### config.mk
export PLATFORM = sky130hd
export DESIGN_NAME = xml_entity_decoder_core
export DESIGN_NICKNAME = d
export VERILOG_FILES = /design/src/rtl/xed_pkg.sv /design/src/rtl/xed_step.sv /design/src/rtl/xed_out_buf.sv /design/src/rtl/xml_entity_decoder_core.sv
export SDC_FILE = /design/constraint.sdc
export NUM_CORES = 1
export LEC_CHECK = 0
export BUFFER_PORTS_ARGS = -buffer_cell sky130_fd_sc_hd__buf_2
export CAP_MARGIN = 30
export CORE_MARGIN = 2
export CORE_UTILIZATION = 40
export CTS_BUF_LIST = sky130_fd_sc_hd__clkbuf_16
export CTS_CLUSTER_DIAMETER = 60
export CTS_CLUSTER_SIZE = 20
export DETAILED_ROUTE_END_ITERATION = 8
export GPL_ROUTABILITY_DRIVEN = 0
export SLEW_MARGIN = 20
export SYNTH_ARGS = -nofsm -noshare
export SYNTH_HDL_FRONTEND = slang
export SYNTH_SLANG_ARGS = --single-unit
export TNS_END_PERCENT = 1
### constraint.sdc
create_clock -name aclk -period 5.76 [get_ports aclk]
set_input_delay 0.864 -clock aclk [delete_from_list [all_inputs] [get_ports aclk]]
set_output_delay 0.864 -clock aclk [all_outputs]
set_load 0.01 [all_outputs]
### src/rtl/xed_pkg.sv
// ============================================================================
// xed_pkg
// Shared types and constants for the XML character entity decoder.
// ============================================================================
`timescale 1ns / 1ps

package xed_pkg;

    localparam int HELD_DEPTH  = 5;
    localparam int MAX_RESULTS = 6;
    localparam int NUM_NAMED   = 5;
    localparam int ENT_MAX     = 6;
    // Longest decimal reference accepted, in digits (1 to 3)
    localparam int MAX_DIGITS  = 3;

    localparam logic [7:0] CH_AMP   = 8'h26;
    localparam logic [7:0] CH_HASH  = 8'h23;
    localparam logic [7:0] CH_SEMI  = 8'h3B;
    localparam logic [7:0] CH_ZERO  = 8'h30;
    localparam logic [7:0] CH_NINE  = 8'h39;

    // Named entity spellings, first character at index 0
    localparam logic [7:0] ENT_TEXT [NUM_NAMED][ENT_MAX] = '{
        '{8'h26, 8'h67, 8'h74, 8'h3B, 8'h00, 8'h00},  // &gt;
        '{8'h26, 8'h6C, 8'h74, 8'h3B, 8'h00, 8'h00},  // &lt;
        '{8'h26, 8'h61, 8'h70, 8'h6F, 8'h73, 8'h3B},  // &apos;
        '{8'h26, 8'h71, 8'h75, 8'h6F, 8'h74, 8'h3B},  // &quot;
        '{8'h26, 8'h61, 8'h6D, 8'h70, 8'h3B, 8'h00}   // &amp;
    };
    localparam logic [2:0] ENT_LEN  [NUM_NAMED] = '{3'd4, 3'd4, 3'd6, 3'd6, 3'd5};
    localparam logic [7:0] ENT_CODE [NUM_NAMED] = '{8'h3E, 8'h3C, 8'h27, 8'h22, 8'h26};

    // Pending match state
    typedef struct packed {
        logic [HELD_DEPTH-1:0][7:0] held;
        logic [2:0]                 count;
        logic [9:0]                 ref_value;
    } dec_state_t;

    // Results caused by one input transaction
    typedef struct packed {
        logic [MAX_RESULTS-1:0][7:0] bytes;
        logic [2:0]                  count;
        logic                        str_end;
    } burst_t;

endpackage

### src/rtl/xed_step.sv
// ============================================================================
// xed_step
// Combinational decode step: one byte against the pending match, giving the
// bytes to emit and the next match state.
// ============================================================================
`timescale 1ns / 1ps

module xed_step
    import xed_pkg::*;
(
    input  logic [7:0] in_byte,
    input  logic       in_last,
    input  dec_state_t cur,
    output dec_state_t nxt,
    output burst_t     burst
);

    logic [ENT_MAX-1:0][7:0]     cand;
    logic [2:0]                  len;
    logic                        partial;
    logic                        full;
    logic [7:0]                  code;
    logic                        dig_upd;
    logic [13:0]                 ref_prod;
    logic [9:0]                  ref_new;
    logic [MAX_RESULTS-1:0][7:0] e1;
    logic [2:0]                  n1;
    logic                        is_digit;

    // Candidate sequence: held bytes followed by the new byte
    assign len      = cur.count + 3'd1;
    assign is_digit = (in_byte >= CH_ZERO) && (in_byte <= CH_NINE);
    assign ref_prod = 14'(cur.ref_value) * 14'd10 + 14'(in_byte - CH_ZERO);
    assign ref_new  = ref_prod[9:0];

    always_comb begin
        for (int i = 0; i < ENT_MAX; i++) begin
            if (3'(i) < cur.count && i < HELD_DEPTH) begin
                cand[i] = cur.held[i];
            end else if (3'(i) == cur.count) begin
                cand[i] = in_byte;
            end else begin
                cand[i] = 8'h00;
            end
        end
    end

    // Named and numeric matching
    always_comb begin
        logic m;
        partial = 1'b0;
        full    = 1'b0;
        code    = 8'h00;
        dig_upd = 1'b0;
        for (int k = 0; k < NUM_NAMED; k++) begin
            m = (len <= ENT_LEN[k]);
            for (int i = 0; i < ENT_MAX; i++) begin
                if (3'(i) < len && cand[i] != ENT_TEXT[k][i]) begin
                    m = 1'b0;
                end
            end
            if (m) begin
                if (len == ENT_LEN[k]) begin
                    full = 1'b1;
                    code = ENT_CODE[k];
                end else begin
                    partial = 1'b1;
                end
            end
        end
        if (len == 3'd2 && in_byte == CH_HASH) begin
            partial = 1'b1;
        end else if (len >= 3'd3 && cand[1] == CH_HASH) begin
            // digits held so far = count - 2
            if (is_digit && (cur.count < 3'(MAX_DIGITS + 2))) begin
                partial = 1'b1;
                dig_upd = 1'b1;
            end else if (in_byte == CH_SEMI && cur.count >= 3'd3) begin
                full = 1'b1;
                code = cur.ref_value[7:0];
            end
        end
    end

    // State update and emission list
    always_comb begin
        nxt = cur;
        e1  = '0;
        n1  = 3'd0;
        if (cur.count == 3'd0) begin
            if (in_byte == CH_AMP) begin
                nxt.held[0]   = in_byte;
                nxt.count     = 3'd1;
                nxt.ref_value = 10'd0;
            end else begin
                e1[0] = in_byte;
                n1    = 3'd1;
            end
        end else if (full) begin
            if (code != 8'h00) begin
                e1[0] = code;
                n1    = 3'd1;
            end
            nxt.count     = 3'd0;
            nxt.ref_value = 10'd0;
        end else if (partial && cur.count < 3'(HELD_DEPTH)) begin
            nxt.held[cur.count] = in_byte;
            nxt.count           = cur.count + 3'd1;
            if (dig_upd) begin
                nxt.ref_value = ref_new;
            end
        end else begin
            // Match failed: held bytes pass through
            for (int i = 0; i < HELD_DEPTH; i++) begin
                if (3'(i) < cur.count) begin
                    e1[i] = cur.held[i];
                end
            end
            n1            = cur.count;
            nxt.ref_value = 10'd0;
            if (in_byte == CH_AMP) begin
                nxt.held[0] = in_byte;
                nxt.count   = 3'd1;
            end else begin
                e1[cur.count] = in_byte;
                n1            = cur.count + 3'd1;
                nxt.count     = 3'd0;
            end
        end

        // End of string: append what is still held
        burst.bytes   = e1;
        burst.count   = n1;
        burst.str_end = in_last;
        if (in_last) begin
            for (int j = 0; j < MAX_RESULTS; j++) begin
                for (int i = 0; i < HELD_DEPTH; i++) begin
                    if (3'(i) < nxt.count && 3'(j) == n1 + 3'(i)) begin
                        burst.bytes[j] = nxt.held[i];
                    end
                end
            end
            burst.count   = n1 + nxt.count;
            nxt.count     = 3'd0;
            nxt.ref_value = 10'd0;
        end
    end

endmodule

### src/rtl/xed_out_buf.sv
// ============================================================================
// xed_out_buf
// Result register: holds the bytes of one input transaction and sends them
// one per output transaction.
// ============================================================================
`timescale 1ns / 1ps

module xed_out_buf
    import xed_pkg::*;
(
    input  logic       aclk,
    input  logic       aresetn,
    input  logic       load,
    input  burst_t     burst,
    output logic       can_load,
    output logic       m_tvalid,
    input  logic       m_tready,
    output logic [7:0] m_tdata,   // [7:0] out_byte
    output logic       m_tlast,   // run_last
    output logic       m_tuser    // [0] string_end
);

    logic [MAX_RESULTS-1:0][7:0] buf_reg;
    logic [2:0]                  rem_reg;
    logic                        end_reg;
    logic                        pop;

    assign pop      = m_tvalid && m_tready;
    assign m_tvalid = (rem_reg != 3'd0);
    assign m_tdata  = buf_reg[0];
    assign m_tlast  = (rem_reg == 3'd1);
    assign m_tuser  = (rem_reg == 3'd1) && end_reg;
    // New burst may load once the last pending byte leaves this cycle
    assign can_load = (rem_reg == 3'd0) || ((rem_reg == 3'd1) && m_tready);

    // Remaining count
    always_ff @(posedge aclk) begin
        if (!aresetn) begin
            rem_reg <= 3'd0;
        end else if (load) begin
            rem_reg <= burst.count;
        end else if (pop) begin
            rem_reg <= rem_reg - 3'd1;
        end
    end

    // Byte queue, shifted down on each output transaction
    always_ff @(posedge aclk) begin
        if (load) begin
            buf_reg <= burst.bytes;
            end_reg <= burst.str_end;
        end else if (pop) begin
            for (int i = 0; i < MAX_RESULTS - 1; i++) begin
                buf_reg[i] <= buf_reg[i+1];
            end
        end
    end

    a_rem_range: assert property (@(posedge aclk) disable iff (!aresetn)
        rem_reg <= 3'(MAX_RESULTS))
        else $error("result count out of range");

    a_no_overwrite: assert property (@(posedge aclk) disable iff (!aresetn)
        load |-> (rem_reg == 3'd0) || (rem_reg == 3'd1 && pop))
        else $error("burst loaded over pending results");

    a_pop_count: assert property (@(posedge aclk) disable iff (!aresetn)
        (pop && !load) |=> rem_reg == $past(rem_reg) - 3'd1)
        else $error("result count not decremented");

endmodule

### src/rtl/xml_entity_decoder_core.sv
// Timing: a result is offered in the cycle after its input transaction.
// Throughput: one input per cycle while each byte causes at most one result and
//   m_tready is high; an input causing n results (up to 6) holds s_tready low until
//   its last result leaves the single-entry result register, which drains one byte per cycle while m_tready is high.
// Reset: synchronous active-low aresetn clears the match state and empties
//   the result register; held byte storage is not cleared.
// ============================================================================
// xml_entity_decoder_core
// Streaming XML character entity decoder, one text byte per transaction.
// ============================================================================
`timescale 1ns / 1ps

module xml_entity_decoder_core
    import xed_pkg::*;
(
    input  logic       aclk,
    input  logic       aresetn,
    input  logic       s_tvalid,
    output logic       s_tready,
    input  logic [7:0] s_tdata,   // [7:0] in_byte
    input  logic       s_tlast,   // in_last
    output logic       m_tvalid,
    input  logic       m_tready,
    output logic [7:0] m_tdata,   // [7:0] out_byte
    output logic       m_tlast,   // run_last
    output logic       m_tuser    // [0] string_end
);

    logic [HELD_DEPTH-1:0][7:0] held_reg;
    logic [2:0]                 held_count_reg;
    logic [9:0]                 ref_value_reg;
    dec_state_t                 cur;
    dec_state_t                 nxt;
    burst_t                     burst;
    logic                       s_accept;

    assign s_accept = s_tvalid && s_tready;

    assign cur.held      = held_reg;
    assign cur.count     = held_count_reg;
    assign cur.ref_value = ref_value_reg;

    // Decode step
    xed_step u_step (
        .in_byte (s_tdata),
        .in_last (s_tlast),
        .cur     (cur),
        .nxt     (nxt),
        .burst   (burst)
    );

    // Match state
    always_ff @(posedge aclk) begin
        if (!aresetn) begin
            held_count_reg <= 3'd0;
            ref_value_reg  <= 10'd0;
        end else if (s_accept) begin
            held_count_reg <= nxt.count;
            ref_value_reg  <= nxt.ref_value;
        end
    end

    always_ff @(posedge aclk) begin
        if (s_accept) begin
            held_reg <= nxt.held;
        end
    end

    // Result register
    xed_out_buf u_out (
        .aclk     (aclk),
        .aresetn  (aresetn),
        .load     (s_accept),
        .burst    (burst),
        .can_load (s_tready),
        .m_tvalid (m_tvalid),
        .m_tready (m_tready),
        .m_tdata  (m_tdata),
        .m_tlast  (m_tlast),
        .m_tuser  (m_tuser)
    );

    a_held_range: assert property (@(posedge aclk) disable iff (!aresetn)
        held_count_reg <= 3'(HELD_DEPTH))
        else $error("held count out of range");

    a_ref_needs_digit: assert property (@(posedge aclk) disable iff (!aresetn)
        (ref_value_reg != 10'd0) |-> (held_count_reg >= 3'd3))
        else $error("reference value without held digits");

    a_idle_no_ref: assert property (@(posedge aclk) disable iff (!aresetn)
        (s_accept && s_tlast) |=> (held_count_reg == 3'd0) && (ref_value_reg == 10'd0))
        else $error("match state kept past end of string");

endmodule

==> impl_metrics.yaml, run 1 <==
placed_design:
  io_buffers: 24
  pre_cts_slack_ns: 0.222
  dp_hpwl_um: 26600
  placed_cell_area_mm2: 0.00945
finish:
  fin_nets: 1101
  final_cell_mix: "120 x nand2_1, 89 x edfxtp_1, 85 x nor2_1, 59 x o21ai_0, 55 x a21oi_1"
  final_cell_area_mm2: 0.00974
  drive_above_1_share_pct: 14.1
  layout_commonest_cell: "nand2_1"
  area_growth_syn_to_layout_pct: 8.44
  antennaDiodeCount: 0
  nFillCells: 2125
setup_path:
  cp.arrival_ns: 5.73
  path_cells: "buf_4, ha_1, nand3b_1, or4_1, or3b_1, a32oi_1, a21oi_1, a211oi_2, o21ai_4, o21ai_2, nor2_1, ha_1, inv_1, a211o_1, nor3b_1, o21ai_0, o211a_1, a21oi_1"
  crit_fanout: 25
  cp-end-kind: "register"
  cp_slowest_cell: "dfxtp_1"
  slowest_delay_ns: 0.56
  critPathTopFamily: "compound AO/OA/AOI/OAI gates"
  crit_required_ns: 5.93
  start_kind: "register"
  crit_type: "register to register"
  cp_num_buf_inv: 2
logic_synthesis:
  synthMuxAreaShare_pct: 4.19
  syn_inst: 1054
  synth_ff_type: "edfxtp_1"
  synth-adder-area-share_pct: 4.29
  synth_top_family_by_area: "compound AO/OA/AOI/OAI gates"
  synth-async-reset-ratio_pct: 0
  synth_compound_area_share_pct: 26.0
  synth.avg_cell_area_um2: 8.53
  syn_nets: 1096
  ys_ff_latch: 103
  synth_xor_area_share_pct: 1.75
  ys_seq_area_share_pct: 32.9
  synth_cell_types: 97
  synth_edf_count: 89
  synth_warnings: 0
  synth_area_mm2: 0.00899
  synthSimpleGateAreaFrac_pct: 25.1
floorplanning:
  initial_utilization_pct: 40.9
  dieWidth_um: 154
  io_pins: 25
  rows: 54
  core_area_mm2: 0.0220
  die_height_um: 154
  die_area_mm2: 0.0237
detailed_routing:
  drt-met1-wl_um: 14000
  drcViolationCount: 0
  via_count: 9345
  ant_nets: 0
  wire_per_inst_um: 26.8
  highest_layer: "met4"
  drt_iter0_drc: 1554
  drtPass1Iterations: 6
  wl_met2_um: 15400
  wl_met3_um: 3870
  via_per_inst: 6.95
  totalWireLength_um: 36000
global_route:
  grt_pass1_vias: 8573
  grt_pass1_wl_um: 53900
  grt_antenna_before_repair: 0
  track_usage_pct: 30.1
  grt_start_max_net_pins: 52
  grt_overflow_total: 0
cts:
  cts_tree: "yes"
  clk_latency_ns: 0.36
  clk_path_buf_depth: 2
  clk_root_buffer_cell: "clkbuf_16"
  htreeDepth: 3
  numCtsBuffers: 9
  clkTransAtPathRegs_ns: 0.08
  ctsResizeCount: 0
  ctsHoldBuffers: 0
  clkSinkCount: 103
  cts_setup_buffers: 0
run_status:
  status: "finished clean"
timing:
  rsz0062_at_grt: "no"
  setup_tns_ns: 0
  slew_viol_final: 0
  setup_ws_ns: 0.201
  finalCriticalPeriod_ns: 5.56
  fin_crit_sh_pct: 96.5
  setup_violations: 0
  worst_pin_slew_ns: 0.990
  finalHoldViolCount: 0
  skew_ns: 0.0106
  relSlewSlack_pct: 33.1
  whs_ns: 0.484
  fmax_mhz: 180
worst_hold_path:
  hp-class: "register to register"
flow_run:
  maxCapViolations: 0
pwr:
  ir_drop_uv: 159
  p_leak_nw: 3.50
  power.density_mw_per_mm2: 295
## worst register-to-register path, delay by kind of cell, from the launching register on
kind | cells | cell delay (ns)
flops | 1 | 0.56
compound gates | 9 | 2.26
simple gates | 5 | 1.45
fa+ha+maj | 2 | 0.61
buf+inv | 2 | 0.48
## worst paths after layout
check,from,endpoint,slack [ns],cells after the start
setup / recovery,held_count_reg[1],u_out.buf_reg[30],0.20,18
hold / removal,u_out.rem_reg[1],u_out.rem_reg[1],0.48,2
setup reg to reg,held_count_reg[1],u_out.buf_reg[30],0.20,18
hold reg to reg,u_out.rem_reg[1],u_out.rem_reg[1],0.48,2
## cells in the mapped netlist, drive strengths merged (6+ instances only)
library cell | n | area [um2]
a211oi | 13 | 115
a21boi | 6 | 45.0
a21o | 6 | 45.0
a21oi | 56 | 284
a221oi | 14 | 135
a22oi | 18 | 135
a31o | 6 | 52.6
a31oi | 18 | 134
a32o | 11 | 110
a32oi | 11 | 96.3
and2 | 11 | 71.3
and3 | 11 | 68.8
buf | 29 | 186
clkbuf | 49 | 184
dfxtp | 14 | 280
edfxtp | 89 | 2670
ha | 26 | 325
inv | 40 | 150
mux2 | 21 | 236
mux2i | 14 | 140
nand2 | 120 | 450
nand2b | 7 | 43.8
nand3 | 40 | 205
nand3b | 7 | 52.6
nand4 | 18 | 113
nand4b | 10 | 87.6
nand4bb | 6 | 67.6
nor2 | 85 | 319
nor2b | 13 | 81.3
nor3 | 37 | 190
nor3b | 7 | 62.6
nor4 | 6 | 37.5
nor4b | 7 | 61.3
o211ai | 13 | 97.6
o21ai | 73 | 392
o22ai | 13 | 87.6
or2 | 6 | 37.5
or3 | 8 | 65.1
or3b | 6 | 52.6
or4 | 7 | 56.3
xnor2 | 14 | 123
## stage by stage
step	total power, W	cells	util, %
after floorplan	0.00188	1054	-
after global placement	0.00224	1327	43.0
after detailed placement	0.00224	1328	43.0
after CTS	0.00285	1344	44.3
after global routing	0.00300	1344	44.4
final	0.00288	1344	44.4
## per-layer routing
metal	track usage, %	vias up
met5	0	-
met3	6.40	181
met2	46.3	700
met1	39.6	4394
met4	16.8	0
li1	-	4070
## power by group
part / total [W] / leakage, nW / internal (W) / switching (W)
logic: 0.000957 / 2.38 / 0.000312 / 0.000645
registers: 0.00131 / 0.979 / 0.00117 / 0.000139
clock network: 0.000612 / 0.139 / 0.000302 / 0.000310
total: 0.00288 / 3.50 / 0.00178 / 0.00109
## kinds of logic (layout without fill, tap and decap cells)
| group | Yosys count | in the layout |
|---|---|---|
| DFF | 103 | 103 |
| AOI/OAI and AO/OA | 325 | 325 |
| buffers and inverters | 118 | 128 |
| adders and majority gates | 29 | 29 |
| muxes | 35 | 35 |
| and+or+nand+nor | 426 | 426 |
| xor gates and xnor gates | 18 | 18 |
## cell type report
type | instances | area (um2) | share of cell area, %
clock buffers | 9 | 225 | 2.31
clock inverters | 7 | 58.8 | 0.603
inverters | 40 | 151 | 1.55
multi-input cells | 833 | 5520 | 56.7
flip-flops and latches | 103 | 2950 | 30.3
well taps | 280 | 350 | 3.60
repair buffers | 72 | 484 | 4.97
(Power assumes the default switching activity.)
==> run 2, diff against run 1 <==
--- a/config.mk
+++ b/config.mk
@@ -5,6 +5,7 @@
 export SDC_FILE = /design/constraint.sdc
 export NUM_CORES = 1
 export LEC_CHECK = 0
+export ABC_AREA = 1
 export BUFFER_PORTS_ARGS = -buffer_cell sky130_fd_sc_hd__buf_2
 export CAP_MARGIN = 30
 export CORE_MARGIN = 2
@@ -14,6 +15,7 @@
 export CTS_CLUSTER_SIZE = 20
 export DETAILED_ROUTE_END_ITERATION = 8
 export GPL_ROUTABILITY_DRIVEN = 0
+export SETUP_SLACK_MARGIN = 0.5
 export SLEW_MARGIN = 20
 export SYNTH_ARGS = -nofsm -noshare
 export SYNTH_HDL_FRONTEND = slang
==> run 2 against run 1 <==
- area after synthesis up 5.6%
- sequential cell count unchanged
- global-route usage down 1.1 points
- power up 8.2%
- synthesized cell count up 38%
- maximum frequency up 13%
- clock skew up 0.0065 ns
- critical endpoint is now u_out.m_tdata[0]
- largest power group unchanged
==> impl_metrics.yaml, run 2 <==
detailed_routing:
  totalWireLength_um: 35600
  highest_layer: "met4"
  wire_per_inst_um: 20.0
  drt-met1-wl_um: 15000
  drcViolationCount: 0
  wl_met3_um: 3130
  via_per_inst: 5.73
  ant_nets: 0
  via_count: 10200
  wl_met2_um: 14900
  drt_iter0_drc: 1342
  drtPass1Iterations: 6
floorplanning:
  dieWidth_um: 158
  initial_utilization_pct: 40.6
  die_area_mm2: 0.0250
  io_pins: 25
  die_height_um: 158
  core_area_mm2: 0.0234
  rows: 56
timing:
  fin_crit_sh_pct: 85.4
  fmax_mhz: 203
  worst_pin_slew_ns: 0.952
  setup_violations: 0
  rsz0062_at_grt: "no"
  slew_viol_final: 0
  setup_ws_ns: 0.844
  setup_tns_ns: 0
  skew_ns: 0.0171
  finalHoldViolCount: 0
  relSlewSlack_pct: 36.5
  finalCriticalPeriod_ns: 4.92
run_status:
  status: "finished clean"
setup_path:
  worst_r2r_path_depth: 25
  reg2reg_from: "held_count_reg[1]"
  crit_type: "register to register"
  crit_required_ns: 6.00
  crit_fanout: 16
  start_kind: "register"
  cp-end-kind: "register"
  cp.arrival_ns: 5.16
  critPathLaunch: "held_count_reg[1]"
global_route:
  grt_overflow_total: 0
  track_usage_pct: 29.0
  grt_antenna_before_repair: 0
  grt_start_max_net_pins: 58
  grt_pass1_wl_um: 54500
  grt_pass1_vias: 9296
cts:
  cts_tree: "yes"
  clk_latency_ns: 0.37
  clkSinkCount: 103
  clk_path_buf_depth: 2
  numCtsBuffers: 9
  clkTransAtPathRegs_ns: 0.09
  htreeDepth: 3
  ctsHoldBuffers: 0
  clk_root_buffer_cell: "clkbuf_16"
pwr:
  ir_drop_uv: 164
  power.total_w: 0.00311
  p_leak_nw: 4.61
  power.density_mw_per_mm2: 304
logic_synthesis:
  syn_inst: 1457
  synth.avg_cell_area_um2: 6.51
  synth_edf_count: 89
  syn_nets: 1499
  synth-async-reset-ratio_pct: 0
  synth_warnings: 0
  synth_top_area_cell: "edfxtp_1"
  ys_ff_latch: 103
  synth_common_cells: "479 x nand2_1, 168 x nand3_1, 133 x inv_1"
  ys_seq_area_share_pct: 31.1
  synth_most_common_cell: "nand2_1"
  synth_ff_type: "edfxtp_1"
  synth_cell_types: 55
  synth_top_area_share_pct: 28.2
  synth_area_mm2: 0.00949
  synth_top_cells_by_area: "edfxtp_1 28%, nand2_1 19%, nand3_1 8.9%"
worst_hold_path:
  hp-class: "register to register"
  min_from: "ref_value_reg[7]"
  min_path_cells: 1
finish:
  final_cell_mix: "478 x nand2_1, 168 x nand3_1, 133 x inv_1, 123 x nor2_1, 89 x edfxtp_1"
  antennaDiodeCount: 0
  fin_nets: 1496
  layout_commonest_cell: "nand2_1"
  final_cell_area_mm2: 0.0102
  utilization_pct: 43.8
  area_growth_syn_to_layout_pct: 7.92
  drive_above_1_share_pct: 9.73
  nFillCells: 2492
placed_design:
  pre_cts_slack_ns: 0.703
  placed_cell_area_mm2: 0.00989
  io_buffers: 24
  dp_hpwl_um: 26400
flow_run:
  maxCapViolations: 0
## run 2: cell types whose count changed after synthesis, moves of 13 or more
cell and change:
nor2b_1 -13, inv_1 +96, o21ai_0 +21, clkbuf_1 -16, nor3_1 -22, mux2_2 -15, a21oi_1 +20, mux2i_1 -13
nand2_1 +359, nor2_1 +38, nand3_1 +129, a22oi_1 -15
## run 2: layout make-up
cell class	instances	area [um2]	share of cell area, %
Clock buffer	9	225	2.20
Clock inverter	7	87.6	0.855
Inverter	152	571	5.57
Multi-Input combinational cell	1134	5650	55.2
Sequential cell	103	2950	28.8
Tap cell	319	399	3.90
Timing Repair Buffer	54	357	3.48
## run 2: cell families (layout without fill, tap and decap cells)
| family | after synthesis | count (layout) | share of synthesized area [%] |
|---|---|---|---|
| XOR/XNOR | 11 | 11 | 1.02 |
| adder cells (fa/ha/maj) | 29 | 29 | 4.06 |
| AO/OA/AOI/OAI | 226 | 226 | 13.5 |
| flip-flops | 103 | 103 | 31.1 |
| AND/OR/NAND/NOR | 861 | 861 | 39.9 |
| buffers and inverters | 220 | 222 | 9.58 |
| multiplexers | 7 | 7 | 0.817 |
## run 2: per-stage QoR
stage,hold WS (ns),instances
final,0.512,1778
after global routing,0.538,1778
after CTS,0.514,1776
after detailed placement,0.493,1760
after global placement,0.487,1759
after floorplan,0.467,1457
## run 2: per-layer routing
layer	global-route usage, %	vias to the layer above
met3	4.35	137
met2	43.3	574
met1	39.8	4639
li1	-	4844
met4	16.9	0
met5	0	-
## run 2: worst paths after layout
check                endpoint  slack [ns]
min          ref_value_reg[7]        0.51
max reg2reg  u_out.m_tdata[0]        0.84
min reg2reg  ref_value_reg[7]        0.51
max          u_out.m_tdata[0]        0.84
## run 2: worst max-delay path, cell delays in order (launching register included)
cell,delay (ns)
dfxtp_1,0.36
nor2_2,0.52
nand2_1,0.36
nand2_1,0.20
nand3_1,0.09
nor2_1,0.09
nand2_1,0.11
nand2_1,0.11
nand2_1,0.08
nor2_1,0.16
nand4_1,0.26
buf_4,0.24
nand4_4,0.12
nand2_1,0.10
nand2_1,0.07
nor2_1,0.05
nand2_1,0.17
nand2_2,0.19
nor2_1,0.18
ha_1,0.30
nand2_1,0.28
inv_1,0.27
nand2_1,0.10
nand3_1,0.13
nand3_1,0.12
nand2_1,0.11
## run 2: power by group
group | internal (W) | switching [W]
clock | 0.000348 | 0.000337
combinational | 0.000314 | 0.000769
sequential | 0.00123 | 0.000119
total | 0.00189 | 0.00122
## run 2: what timing repair did
| item | 4_1_cts | 5_1_grt |
|---|---|---|
| endpoints found under the setup margin | 0 | 41 |
| resized for setup | 0 | 5 |
| endpoints found under the hold margin | 0 | 0 |
| setup buffers | 0 | 2 |
==> run 3, diff against run 2 <==
--- a/config.mk
+++ b/config.mk
@@ -15,6 +15,7 @@
 export CTS_CLUSTER_SIZE = 20
 export DETAILED_ROUTE_END_ITERATION = 8
 export GPL_ROUTABILITY_DRIVEN = 0
+export RECOVER_POWER = 100
 export SETUP_SLACK_MARGIN = 0.5
 export SLEW_MARGIN = 20
 export SYNTH_ARGS = -nofsm -noshare
==> run 3 against run 2 <==
- maximum frequency fell by 3.8%
- cell area fell by 0.53%
- non-clock buffer count did not move
- sequential share of layout area rose by 0.15 points
- global-route usage did not move
- via count barely moved
- combinational power barely moved
- the run now ends with capacitance limit, slew limit left
- clock-buffer cell count did not move
- die area did not move
- utilization fell by 0.23 points
- register-to-register slack got worse by 0.19 ns
- setup slack got worse by 0.19 ns
- largest power group unchanged
==> impl_metrics.yaml, run 3 (synthesized netlist as in run 2, its figures left out) <==
finish:
  regArea_mm2: 0.00295
  drive_above_1_share_pct: 7.47
  layout_commonest_cell: "nand2_1"
  area_growth_syn_to_layout_pct: 7.36
  final_cell_mix: "483 x nand2_1, 169 x nand3_1, 135 x inv_1, 125 x nor2_1, 89 x edfxtp_1"
  multiInputGateArea_mm2: 0.00563
  nFillCells: 2512
  antennaDiodeCount: 0
  fin_nets: 1496
timing:
  fin_crit_sh_pct: 88.7
  setup_tns_ns: 0
  fmax_mhz: 196
  worst_pin_slew_ns: 3.44
  finalCriticalPeriod_ns: 5.11
  finalHoldViolCount: 0
  slew_viol_final: 133
  setup_ws_ns: 0.649
  rsz0062_at_grt: "no"
  setup_violations: 0
  skew_ns: 0.0154
  relSlewSlack_pct: -130
cts:
  htreeDepth: 3
  clkSinkCount: 103
  numCtsBuffers: 9
  clk_path_buf_depth: 2
  ctsHoldBuffers: 0
  clk_latency_ns: 0.37
  cts_tree: "yes"
  clk_root_buffer_cell: "clkbuf_16"
  clkTransAtPathRegs_ns: 0.09
detailed_routing:
  via_count: 10200
  totalWireLength_um: 35700
  wire_per_inst_um: 20.1
  ant_nets: 0
  drcViolationCount: 0
  drtPass1Iterations: 6
  drt_iter0_drc: 1405
  via_per_inst: 5.74
global_route:
  grt_overflow_total: 0
  met3_usage_pct: 4.35
  use_met2_pct: 43.3
  top_usage_layer: "met2"
  use_met1_pct: 39.8
  grt_pass1_vias: 9296
  grt_start_max_net_pins: 58
  track_usage_pct: 29.0
  grt_pass1_wl_um: 54500
  grt_antenna_before_repair: 0
floorplanning:
  initial_utilization_pct: 40.6
  core_area_mm2: 0.0234
  rows: 56
  die_height_um: 158
  die_area_mm2: 0.0250
  io_pins: 25
  dieWidth_um: 158
setup_path:
  cp.arrival_ns: 5.22
  crit_fanout: 14
  cp-end-kind: "register"
  start_kind: "register"
  crit_required_ns: 5.87
  crit_type: "register to register"
run_status:
  status: "complete, but fails checks"
  violations: "capacitance limit, slew limit"
worst_hold_path:
  hp-class: "register to register"
placed_design:
  pre_cts_slack_ns: 0.703
  dp_hpwl_um: 26400
  io_buffers: 24
pwr:
  p_leak_nw: 4.55
  power.density_mw_per_mm2: 305
  ir_drop_uv: 141
flow_run:
  maxCapViolations: 3
## run 3: path summary, 6_finish.rpt
path / cells after the start / slack [ns] / from / to
max: 25 / 0.65 / held_count_reg[1] / u_out.buf_reg[35]
min: 1 / 0.51 / ref_value_reg[7] / ref_value_reg[7]
max reg2reg: 25 / 0.65 / held_count_reg[1] / u_out.buf_reg[35]
min reg2reg: 1 / 0.51 / ref_value_reg[7] / ref_value_reg[7]
## run 3: cell type report
cell class	instances	share of cell area, %
multi-input cells	1134	55.2
flip-flops and latches	103	29.0
inverters	152	5.60
well taps	319	3.92
repair buffers	54	3.23
clock buffers	9	2.21
clock inverters	7	0.860
## run 3: repair_timing
action	4_1_cts	5_1_grt
setup endpoints to repair	0	41
buffers inserted	0	2
resized for setup	0	5
## run 3: critical path, cell delays in order (launching register included)
cell and delay [ns]:
dfxtp_1 0.44, buf_4 0.27, ha_1 0.27, inv_1 0.06, nor2_1 0.40, nand2_1 0.10, nor2_1 0.12, nor2_1 0.05
nand2_1 0.09, nor2_1 0.08, nand2_1 0.07, nand2_1 0.08, nand4_1 0.23, buf_4 0.17, nand4_4 0.14, nor2_4 0.22
nand2_1 0.41, nor2_4 0.35, nor2_4 0.09, nand2_2 0.18, buf_4 0.24, nand2_1 0.26, nand2_1 0.12, nand4_1 0.08
o211ai_1 0.19, nand2_1 0.11
## run 3: routing by layer
layer / routed length, um / vias up
met5: 0 / -
met4: 2580 / 0
li1: - / 4843
met1: 14900 / 4625
met2: 15000 / 592
met3: 3230 / 144
## run 3: report_power, final
part | switching, W | internal [W] | leakage [nW]
Sequential | 0.000120 | 0.00124 | 0.985
Clock | 0.000337 | 0.000348 | 0.151
Combinational | 0.000770 | 0.000294 | 3.41
Total | 0.00123 | 0.00189 | 4.55
## run 3: per-stage QoR
| stage | instances | util, % | total power (W) | cell area (um2) | hold WS, ns |
|---|---|---|---|---|---|
| 4_1_cts | 1776 | 43.6 | 0.00311 | 10200 | 0.514 |
| 2_1_floorplan | 1457 | - | 0.00204 | 9490 | 0.467 |
| 6_report | 1778 | 43.5 | 0.00311 | 10200 | 0.511 |
| 5_1_grt | 1778 | 43.5 | 0.00329 | 10200 | 0.538 |
| 3_3_place_gp | 1759 | 42.2 | 0.00242 | 9880 | 0.487 |
| 3_5_place_dp | 1760 | 42.3 | 0.00243 | 9890 | 0.493 |
